### src/rtl/ptq_pkg.sv
// ----------------------------------------------------------------------------
// ptq_pkg
// Shared codes and types for the priority thread queue.
// ----------------------------------------------------------------------------
package ptq_pkg;

  localparam int ID_BITS   = 4;
  localparam int KIND_BITS = 3;
  localparam int STAT_BITS = 2;

  localparam logic [KIND_BITS-1:0] KIND_INS_PRIO = 3'd0;
  localparam logic [KIND_BITS-1:0] KIND_INS_TAIL = 3'd1;
  localparam logic [KIND_BITS-1:0] KIND_RM_HEAD  = 3'd2;
  localparam logic [KIND_BITS-1:0] KIND_RM_TAIL  = 3'd3;
  localparam logic [KIND_BITS-1:0] KIND_RM_ID    = 3'd4;

  localparam logic [STAT_BITS-1:0] ST_OK        = 2'd0;
  localparam logic [STAT_BITS-1:0] ST_EMPTY     = 2'd1;
  localparam logic [STAT_BITS-1:0] ST_FULL      = 2'd2;
  localparam logic [STAT_BITS-1:0] ST_NOT_FOUND = 2'd3;

  // Decoded operation, broadcast to every cell.
  typedef struct packed {
    logic ins_prio;
    logic ins_tail;
    logic rm_head;
    logic rm_tail;
    logic rm_id;
  } op_t;

endpackage

### src/rtl/ptq_cell.sv
// ----------------------------------------------------------------------------
// ptq_cell
// One queue slot: holds an entry, finds the operation's position from the
// chain, and shifts from its left or right neighbor on commit.
// ----------------------------------------------------------------------------
module ptq_cell #(
  parameter int PRIO_BITS = 8
) (
  input  logic                        clk,
  input  logic                        rst,
  input  logic                        commit,
  input  ptq_pkg::op_t                op,
  input  logic [ptq_pkg::ID_BITS-1:0] req_id,
  input  logic [PRIO_BITS-1:0]        req_prio,
  input  logic                        left_valid,
  input  logic [ptq_pkg::ID_BITS-1:0] left_id,
  input  logic [PRIO_BITS-1:0]        left_prio,
  input  logic                        right_valid,
  input  logic [ptq_pkg::ID_BITS-1:0] right_id,
  input  logic [PRIO_BITS-1:0]        right_prio,
  input  logic                        found_in,
  input  logic [ptq_pkg::ID_BITS-1:0] sel_id_in,
  input  logic [PRIO_BITS-1:0]        sel_prio_in,
  output logic                        valid,
  output logic [ptq_pkg::ID_BITS-1:0] id,
  output logic [PRIO_BITS-1:0]        prio,
  output logic                        found_out,
  output logic [ptq_pkg::ID_BITS-1:0] sel_id_out,
  output logic [PRIO_BITS-1:0]        sel_prio_out
);

  logic                        stop;
  logic                        here;
  logic                        valid_next;
  logic [ptq_pkg::ID_BITS-1:0] id_next;
  logic [PRIO_BITS-1:0]        prio_next;

  always_comb begin
    stop = 1'b0;
    if (op.ins_prio) begin
      stop = !(valid && (prio >= req_prio));
    end else if (op.ins_tail) begin
      stop = !valid;
    end else if (op.rm_head) begin
      stop = valid;
    end else if (op.rm_tail) begin
      stop = valid && !right_valid;
    end else if (op.rm_id) begin
      stop = valid && (id == req_id);
    end
  end

  assign here         = stop && !found_in;
  assign found_out    = found_in || stop;
  assign sel_id_out   = here ? id   : sel_id_in;
  assign sel_prio_out = here ? prio : sel_prio_in;

  always_comb begin
    valid_next = valid;
    id_next    = id;
    prio_next  = prio;
    if (op.ins_prio || op.ins_tail) begin
      if (here) begin
        valid_next = 1'b1;
        id_next    = req_id;
        prio_next  = req_prio;
      end else if (found_in) begin
        valid_next = left_valid;
        id_next    = left_id;
        prio_next  = left_prio;
      end
    end else if (here || found_in) begin
      valid_next = right_valid;
      id_next    = right_id;
      prio_next  = right_prio;
    end
  end

  always_ff @(posedge clk) begin
    if (rst) begin
      valid <= 1'b0;
    end else if (commit) begin
      valid <= valid_next;
    end
  end

  always_ff @(posedge clk) begin
    if (commit) begin
      id   <= id_next;
      prio <= prio_next;
    end
  end

endmodule

### src/rtl/priority_thread_queue.sv
// ----------------------------------------------------------------------------
// priority_thread_queue
// Priority-ordered ready queue of thread ids built as a chain of slot cells.
// ----------------------------------------------------------------------------
// Takes one transaction per clock and returns its result in the output
// register in the following cycle. A new transaction is accepted only while
// that register is empty or being taken in the same cycle, so a stalled
// result holds off intake. Every cell compares against the request in
// parallel and the chain resolves the first matching position and shifts
// all slots in the same cycle, so the combinational depth grows with
// MAX_ENTRIES along that chain. Slots are kept contiguous from the head.
// Insert into a full queue, removal from an empty queue and removal of an
// absent id leave the queue unchanged and report a status code.
module priority_thread_queue #(
  parameter int MAX_ENTRIES = 16,
  parameter int PRIO_BITS   = 8
) (
  input  logic clk,
  input  logic rst,
  input  logic s_tvalid,
  output logic s_tready,
  // [3:0] thread_id, [PRIO_BITS+3:4] priority_req, zero pad to bytes
  input  logic [((ptq_pkg::ID_BITS+PRIO_BITS+7)/8)*8-1:0] s_tdata,
  // [2:0] kind
  input  logic [ptq_pkg::KIND_BITS-1:0] s_tuser,
  output logic m_tvalid,
  input  logic m_tready,
  // [3:0] removed_id, [PRIO_BITS+3:4] removed_priority, then occupancy,
  // zero pad to bytes
  output logic [((ptq_pkg::ID_BITS+PRIO_BITS+$clog2(MAX_ENTRIES+1)+7)/8)*8-1:0] m_tdata,
  // [1:0] status
  output logic [ptq_pkg::STAT_BITS-1:0] m_tuser
);

  localparam int CW     = $clog2(MAX_ENTRIES + 1);
  localparam int IB     = ptq_pkg::ID_BITS;
  localparam int OUT_W  = IB + PRIO_BITS + CW;
  localparam int OUT_TW = ((OUT_W + 7) / 8) * 8;

  logic                 accept;
  logic [2:0]           kind;
  logic [IB-1:0]        req_id;
  logic [PRIO_BITS-1:0] req_prio;
  ptq_pkg::op_t         op;
  logic                 is_ins;
  logic                 is_rm;
  logic                 full;
  logic                 empty;
  logic                 found;
  logic                 commit;
  logic [CW-1:0]        count;
  logic [CW-1:0]        count_next;
  logic [ptq_pkg::STAT_BITS-1:0] status;
  logic [IB-1:0]        rid;
  logic [PRIO_BITS-1:0] rprio;

  logic [MAX_ENTRIES-1:0]  valid_w;
  logic [IB-1:0]           id_w   [MAX_ENTRIES];
  logic [PRIO_BITS-1:0]    prio_w [MAX_ENTRIES];
  logic [MAX_ENTRIES:0]    found_w;
  logic [IB-1:0]           sel_id_w   [MAX_ENTRIES+1];
  logic [PRIO_BITS-1:0]    sel_prio_w [MAX_ENTRIES+1];

  assign s_tready = !m_tvalid || m_tready;
  assign accept   = s_tvalid && s_tready;
  assign kind     = s_tuser;
  assign req_id   = s_tdata[IB-1:0];
  assign req_prio = s_tdata[IB+PRIO_BITS-1:IB];

  assign op.ins_prio = (kind == ptq_pkg::KIND_INS_PRIO);
  assign op.ins_tail = (kind == ptq_pkg::KIND_INS_TAIL);
  assign op.rm_head  = (kind == ptq_pkg::KIND_RM_HEAD);
  assign op.rm_tail  = (kind == ptq_pkg::KIND_RM_TAIL);
  assign op.rm_id    = (kind == ptq_pkg::KIND_RM_ID);

  assign is_ins = op.ins_prio || op.ins_tail;
  assign is_rm  = op.rm_head || op.rm_tail || op.rm_id;
  assign full   = valid_w[MAX_ENTRIES-1];
  assign empty  = !valid_w[0];
  assign found  = found_w[MAX_ENTRIES];

  assign found_w[0]    = 1'b0;
  assign sel_id_w[0]   = '0;
  assign sel_prio_w[0] = '0;

  for (genvar i = 0; i < MAX_ENTRIES; i++) begin : g_cell
    logic                 lv;
    logic [IB-1:0]        lid;
    logic [PRIO_BITS-1:0] lpr;
    logic                 rv;
    logic [IB-1:0]        rdid;
    logic [PRIO_BITS-1:0] rpr;

    if (i == 0) begin : g_head
      assign lv  = 1'b0;
      assign lid = '0;
      assign lpr = '0;
    end else begin : g_mid_l
      assign lv  = valid_w[i-1];
      assign lid = id_w[i-1];
      assign lpr = prio_w[i-1];
    end

    if (i == MAX_ENTRIES - 1) begin : g_tail
      assign rv   = 1'b0;
      assign rdid = '0;
      assign rpr  = '0;
    end else begin : g_mid_r
      assign rv   = valid_w[i+1];
      assign rdid = id_w[i+1];
      assign rpr  = prio_w[i+1];
    end

    ptq_cell #(
      .PRIO_BITS(PRIO_BITS)
    ) u_cell (
      .clk         (clk),
      .rst         (rst),
      .commit      (commit),
      .op          (op),
      .req_id      (req_id),
      .req_prio    (req_prio),
      .left_valid  (lv),
      .left_id     (lid),
      .left_prio   (lpr),
      .right_valid (rv),
      .right_id    (rdid),
      .right_prio  (rpr),
      .found_in    (found_w[i]),
      .sel_id_in   (sel_id_w[i]),
      .sel_prio_in (sel_prio_w[i]),
      .valid       (valid_w[i]),
      .id          (id_w[i]),
      .prio        (prio_w[i]),
      .found_out   (found_w[i+1]),
      .sel_id_out  (sel_id_w[i+1]),
      .sel_prio_out(sel_prio_w[i+1])
    );
  end

  always_comb begin
    status     = ptq_pkg::ST_OK;
    rid        = '0;
    rprio      = '0;
    commit     = 1'b0;
    count_next = count;
    if (is_ins) begin
      if (full) begin
        status = ptq_pkg::ST_FULL;
      end else begin
        commit     = accept;
        count_next = count + CW'(1);
      end
    end else if (is_rm) begin
      if (empty) begin
        status = ptq_pkg::ST_EMPTY;
      end else if (!found) begin
        status = ptq_pkg::ST_NOT_FOUND;
      end else begin
        commit     = accept;
        rid        = sel_id_w[MAX_ENTRIES];
        rprio      = sel_prio_w[MAX_ENTRIES];
        count_next = count - CW'(1);
      end
    end
  end

  always_ff @(posedge clk) begin
    if (rst) begin
      count    <= '0;
      m_tvalid <= 1'b0;
    end else begin
      if (accept) begin
        count    <= count_next;
        m_tvalid <= 1'b1;
      end else if (m_tready) begin
        m_tvalid <= 1'b0;
      end
    end
  end

  always_ff @(posedge clk) begin
    if (accept) begin
      m_tdata <= OUT_TW'({count_next, rprio, rid});
      m_tuser <= status;
    end
  end

  a_count_matches: assert property (@(posedge clk) disable iff (rst)
    count == CW'($countones(valid_w)))
    else $error("occupancy count disagrees with occupied slots");

  a_contiguous: assert property (@(posedge clk) disable iff (rst)
    (valid_w & (valid_w + MAX_ENTRIES'(1))) == '0)
    else $error("occupied slots are not contiguous from the head");

  a_full_insert_hold: assert property (@(posedge clk) disable iff (rst)
    (accept && is_ins && full) |=> (count == $past(count)))
    else $error("insert into full queue changed occupancy");

  a_result_follows: assert property (@(posedge clk) disable iff (rst)
    accept |=> m_tvalid)
    else $error("accepted transaction produced no result");

endmodule
### config.mk
export PLATFORM = sky130hd
export DESIGN_NAME = priority_thread_queue
export DESIGN_NICKNAME = d
export VERILOG_FILES = /design/src/rtl/ptq_pkg.sv /design/src/rtl/ptq_cell.sv /design/src/rtl/priority_thread_queue.sv
export SDC_FILE = /design/constraint.sdc
export NUM_CORES = 1
export LEC_CHECK = 0
export BUFFER_PORTS_ARGS = -buffer_cell sky130_fd_sc_hd__buf_2
export CAP_MARGIN = 10
export CORE_UTILIZATION = 25
export CTS_CLUSTER_SIZE = 10
export DETAILED_ROUTE_END_ITERATION = 10
export SLEW_MARGIN = 15
export SYNTH_ARGS = -nofsm -noshare
export SYNTH_HDL_FRONTEND = slang
export SYNTH_HIERARCHICAL = 1
export SYNTH_SLANG_ARGS = --single-unit
### constraint.sdc
create_clock -name clk -period 15 [get_ports clk]
set_input_delay 0.75 -clock clk [delete_from_list [all_inputs] [get_ports clk]]
set_output_delay 0.75 -clock clk [all_outputs]
set_load 0.1 [all_outputs]
======== Word-level counts from Yosys, hierarchy flattened ========
Index checks and enable logic that the tools add are counted.
Widths: inputs -> output; s select.
storage, ports and cells
  flip-flop bits (word level) ............. 233
  latch bits .............................. 0
  bits in writable memories ............... 0
  bits in read-only memories .............. 0
  bits of input ports ..................... 23
  output and inout port bits .............. 28
  word-level logic and storage cells ...... 606
  memories ................................ 0
operators by class
  add/sub/neg operators ................... 2
  multipliers ............................. 0
  divide/modulo/power cells ............... 0
  order comparisons ....................... 16
  equal/unequal tests ..................... 35
  shift operators ......................... 0
  mux-type cells .......................... 318
  bitwise operators ....................... 3
  reductions and logical operators ........ 179
operators by type and width
  cell                 count
  $mux 8               79
  $mux 4               79
  $mux 1               150
  $ge 8x8->1           16
  $eq 4x4->1           16
  $logic_and 1x1->1    63
  $logic_not 1->1      48
  $ne 3x1->1 const B   15
  $reduce_and 3->1     15
  $logic_or 1x1->1     34
  $reduce_bool 2->1    16
  $mux 5               5
  $mux 2               5
  $eq 3x2->1 const B   2
  $add 5x1->5 const B  1
  $sub 5x1->5 const B  1
  $reduce_or 4->1      1
  $eq 3x1->1 const B   1
  $eq 3x3->1 const B   1
  $logic_not 3->1      1
  $not 1->1            3
  $reduce_and 2->1     1

======== Longest topological paths before layout ========
  depth in word-level cells ............... 27
  depth in mapped cells ................... 43
  gate-level depth less buffers ........... 43

======== Cells and area by module ========
Netlist, hierarchy kept.
modules (own cells, without submodules)
  module                 times used  cells each  area an instance (um^2)  sequential area each (um^2)
  ptq_cell               16          139         1255.0                   380.4
  priority_thread_queue  1           125         1372.6                   690.7

======== Worst setup path after synthesis ========
No wires, ideal clock.
  path type ............................... input-to-reg
  from .................................... input s_tuser[1] in the netlist's numbering
  to ...................................... register g_cell[0].u_cell/id[0] in the netlist's numbering (enable)
  arrival time ............................ 11.854 ns
  required time ........................... 14.644 ns
  slack ................................... 2.790 ns
  stages .................................. 40
  path buffers ............................ 1
  cells stage by stage .................... buf_6 > nor3_1 > nor2_1 > nor2_1 > a211oi_1 > o21a_2 > nand2_1 > inv_1 > nand2_1 > inv_1 > nand2_1 > inv_1 > nand2_1 > inv_1 > nand2_1 > inv_1 > nand2_1 > inv_1 > (+4 left out) > nand2_1 > inv_1 > nand2_1 > inv_1 > nand2_1 > inv_1 > nand2_1 > inv_1 > nand2_1 > inv_1 > nand2_1 > inv_1 > nand2_1 > inv_1 > nand2_1 > o211ai_2 > a21oi_1 > and2_1
RTL lines
  element                 line                         source
  start: declaration      priority_thread_queue.sv:25  input logic [ptq_pkg::KIND_BITS-1:0] s_tuser,
  end signal: assignment  ptq_cell.sv:89               id <= id_next;
  end: declaration        ptq_cell.sv:25               output logic [ptq_pkg::ID_BITS-1:0] id,

==> key figures <==
Status
  – Status: completed

Timing
  – Finish-stage setup viols: 0
  – Period Utilization, post-route: 0.864
  – Clk_skew: around 14 ps
  – Max Freq: 77.1 MHz
  – Worst slew pin tran: 1040 ps
  – Max-slew headroom: 0.304
  – Setup TNS: 0 ps
  – Final hold viol count: 0
  – WHS: ~470 ps
  – Max Slew Vio Count: 0
  – Post-layout minimum cycle time: 12970 ps
  – RSZ-0062 raised after global routing: false

Pwr
  – Clock share of power: 0.352
  – Switching share of power: 0.319
  – IR drop worst, VDD: 0.0000840 V
  – Switch Pwr: 617 µW
  – Comb pwr share: 0.252
  – PwrDens: ~81 nW/µm²
  – Flop pwr share: 0.396
  – Leak: around 9.0 nW
  – Internal power: approximately 1.3 mW

Global route
  – Total GRT Usage: 0.162
  – First-pass GRT wire length: between 100 and 150 mm
  – Vias in the first global route: 17761
  – Grt ovf: 0
  – Initial antenna violation count: 1
  – Largest net degree at the start of global routing: slightly above 50

Synthesis
  – Post-synth ARST share: 0
  – Netlist cell types: 57
  – Syn Inst Count: around 2300
  – Avg Cell Area, Syn: 9.13 µm²
  – Yosys reg bits: between 200 and 250
  – Area leader, netlist: edfxtp_1
  – Post-synth EDFFs: 211
  – Yosys top cell area share: 0.295
  – Post-Syn Area: ~21000 µm²
  – Top-count cell post-synth: a21oi_1
  – Synth Flop Type: edfxtp_1
  – Seq/Total Area, Yosys: 0.316
  – Top post-synthesis cells by area: edfxtp_1 (30%), mux2_4 (11%), ha_1 (7.6%)
  – Synth Warn #: 6
  – Commonest cells post-synth: a21oi_1 (264), o21ai_0 (242), nor2_1 (234)

Floorplanning
  – Number of top-level pins: 51
  – Cell row count: around 110
  – Initial Utilization: 0.252
  – Die Height: a little under 300 µm
  – Die ar.: a little under 90000 µm²
  – Die X: 295 µm
  – CORE AREA: between 80000 and 90000 µm²

Hold path
  – Worst hold path class: in -> reg
  – Hold_sp: s_tvalid
  – Hold endpoint: m_tvalid$_SDFFE_PP0P_
  – Cells on Worst Hold Path: 3

Drt
  – Number of remaining DRC errors: 0
  – Via density: 5.30
  – Average wire per standard cell: 20.4 µm
  – Antenna-violating nets left: 0
  – Detailed Routing Iterations Pass 1: 6
  – Iteration-0 DRC Markers: around 2200
  – Vias: roughly 19000
  – Routed WL: between 70 and 80 mm

Clocking
  – CTS buffer count: 29
  – CTS Hold Buffers Added: 0
  – PostCTS Resize Cnt: 0
  – Clock Tree Buf Depth: 3
  – CTS tree: yes
  – Later-pin clock latency in the skew report: 590 ps
  – Setup bufs post-CTS: 0
  – Clk sinks: ~230
  – Clk root buf: clkbuf_16
  – Reg clk slew, reported paths: about 60 ps
  – Max H-tree Level: 1

Final layout
  – Non-filler cells in the finished layout: ~3600
  – Nets@finish: 2547
  – Share of post-route cells with drive strength above 1: 0.182
  – Layout area overhead: 11.5%
  – Ant. Diodes: 0
  – Filler instances: between 8000 and 9000

Place
  – Detail Placement HPWL: about 51 mm
  – GPL Wtd Cong: 0.890
  – Dpl cells: 3507
  – I/O Buffers: 39

Worst setup path
  – CP endpoint kind: flip-flop
  – Worst r2r dst: m_tdata[11]$_SDFFCE_PP0N_
  – FF-to-FF setup slack: 2030 ps
  – CP dominant cell by count: nand2_1
  – Crit path largest cell delay: roughly 600 ps
  – Setup crit start kind: flip-flop
  – WP data arrival: 13300 ps
  – Crit Path Class: reg -> reg
  – Critical path's slowest cell: nor3b_1
  – Critical R2R Launch: g_cell[0].u_cell/prio[7]$_DFFE_PP_
  – Critical Path RT: 15340 ps
  – CP max FO: 16
  – Worst reg2reg path depth: 38

Flow run
  – Max-Cap Viols: 0
[cell type report]
class / count / area, µm² / area share
sequential: 233 / 6780 / 0.283
clock buffer: 47 / 813 / 0.0340
tap: 1144 / 1430 / 0.0599
timing repair buffer: 101 / 786 / 0.0329
multi-input combinational: 1847 / 13400 / 0.559
inverter: 182 / 683 / 0.0286
clock inverter: 7 / 60.1 / 0.00251
[critical path: cells and delay by family (launching register included)]
kind / cells / cell delay (ps)
AOI/OAI and AO/OA: 1 / 430
adders and majority gates: 1 / 350
buffers and inverters: 16 / 4990
DFF: 1 / 510
muxes: 4 / 1220
and+or+nand+nor: 16 / 5160
[how the worst max path moves through the flow]
| stage | from | endpoint | slack, ps | depth (start not counted) |
|---|---|---|---|---|
| floorplan | s_tuser[1] | g_cell[0].u_cell/id[0]$_DFFE_PP_ | 2790 | 40 |
| global placement | s_tuser[2] | m_tdata[3]$_SDFFCE_PP0N_ | 2050 | 41 |
| detailed placement | s_tuser[2] | m_tdata[11]$_SDFFCE_PP0N_ | 2000 | 41 |
| CTS | g_cell[0].u_cell/prio[6]$_DFFE_PP_ | m_tdata[11]$_SDFFCE_PP0N_ | 2410 | 38 |
| global route | g_cell[0].u_cell/prio[5]$_DFFE_PP_ | g_cell[12].u_cell/id[3]$_DFFE_PP_ | 920 | 44 |
| finish | g_cell[0].u_cell/prio[7]$_DFFE_PP_ | m_tdata[11]$_SDFFCE_PP0N_ | 2030 | 38 |
[stage by stage]
step                setup slack, ps  utilization  instance area [µm²]  power, mW
floorplan                      2790            -                21600       1.12
global placement               2050        0.271                23000       1.25
detailed placement             2000        0.271                23000       1.26
CTS                            2410        0.281                23900       1.94
global route                    917        0.281                23900       2.01
finish                         2030        0.281                23900       1.94
[power groups by stage]
stage	clock network, mW	registers (mW)	logic (mW)
2_1_floorplan	0	0.784	0.341
3_3_place_gp	0	0.780	0.473
3_5_place_dp	0	0.779	0.477
4_1_cts	0.693	0.766	0.480
5_1_grt	0.716	0.768	0.526
6_report	0.682	0.766	0.487
[cell usage in the layout (no fill, tap or decap), drive strengths merged, types with 17 or more instances in the layout]
master	netlist	final
a211oi	32	32
a21oi	264	264
a31oi	192	192
and2	29	29
buf	42	101
clkbuf	97	47
conb	1	53
dfxtp	22	22
edfxtp	211	211
ha	130	130
inv	182	183
mux2	194	194
mux2i	18	18
nand2	70	70
nand2b	34	34
nand3	20	20
nor2	250	250
nor3	19	19
nor3b	34	34
o2111ai	17	17
o21a	32	32
o21ai	258	258
or2	17	17
xor2	67	67
[registers in the layout, summed over array words and instances, names as in the netlist]
| signal | count |
|---|---|
| count | 5 |
| m_tuser | 2 |
| m_tdata | 17 |
| g_cell.u_cell/id | 64 |
| m_tvalid | 1 |
| g_cell.u_cell/valid | 16 |
| g_cell.u_cell/prio | 128 |
[cells by family after synthesis]
group | after synthesis | synth area share
XOR/XNOR | 68 | 0.0278
AND/OR/NAND/NOR | 546 | 0.140
other | 1 | 0.000175
multiplexers | 212 | 0.138
buffers and inverters | 321 | 0.0715
adder cells (fa/ha/maj) | 130 | 0.0758
flip-flops | 233 | 0.316
AO/OA/AOI/OAI | 838 | 0.231
[metal layers]
layer,up-vias,part of all wire,wire [µm],global-route usage
met2,841,0.46,33600,0.264
met3,169,0.073,5300,0.0195
li1,8749,-,-,-
met1,9113,0.42,30900,0.216
met4,2,0.040,2900,0.0628
met5,-,0.00015,11,0
Note: power is estimated with default switching activity, not from simulation.
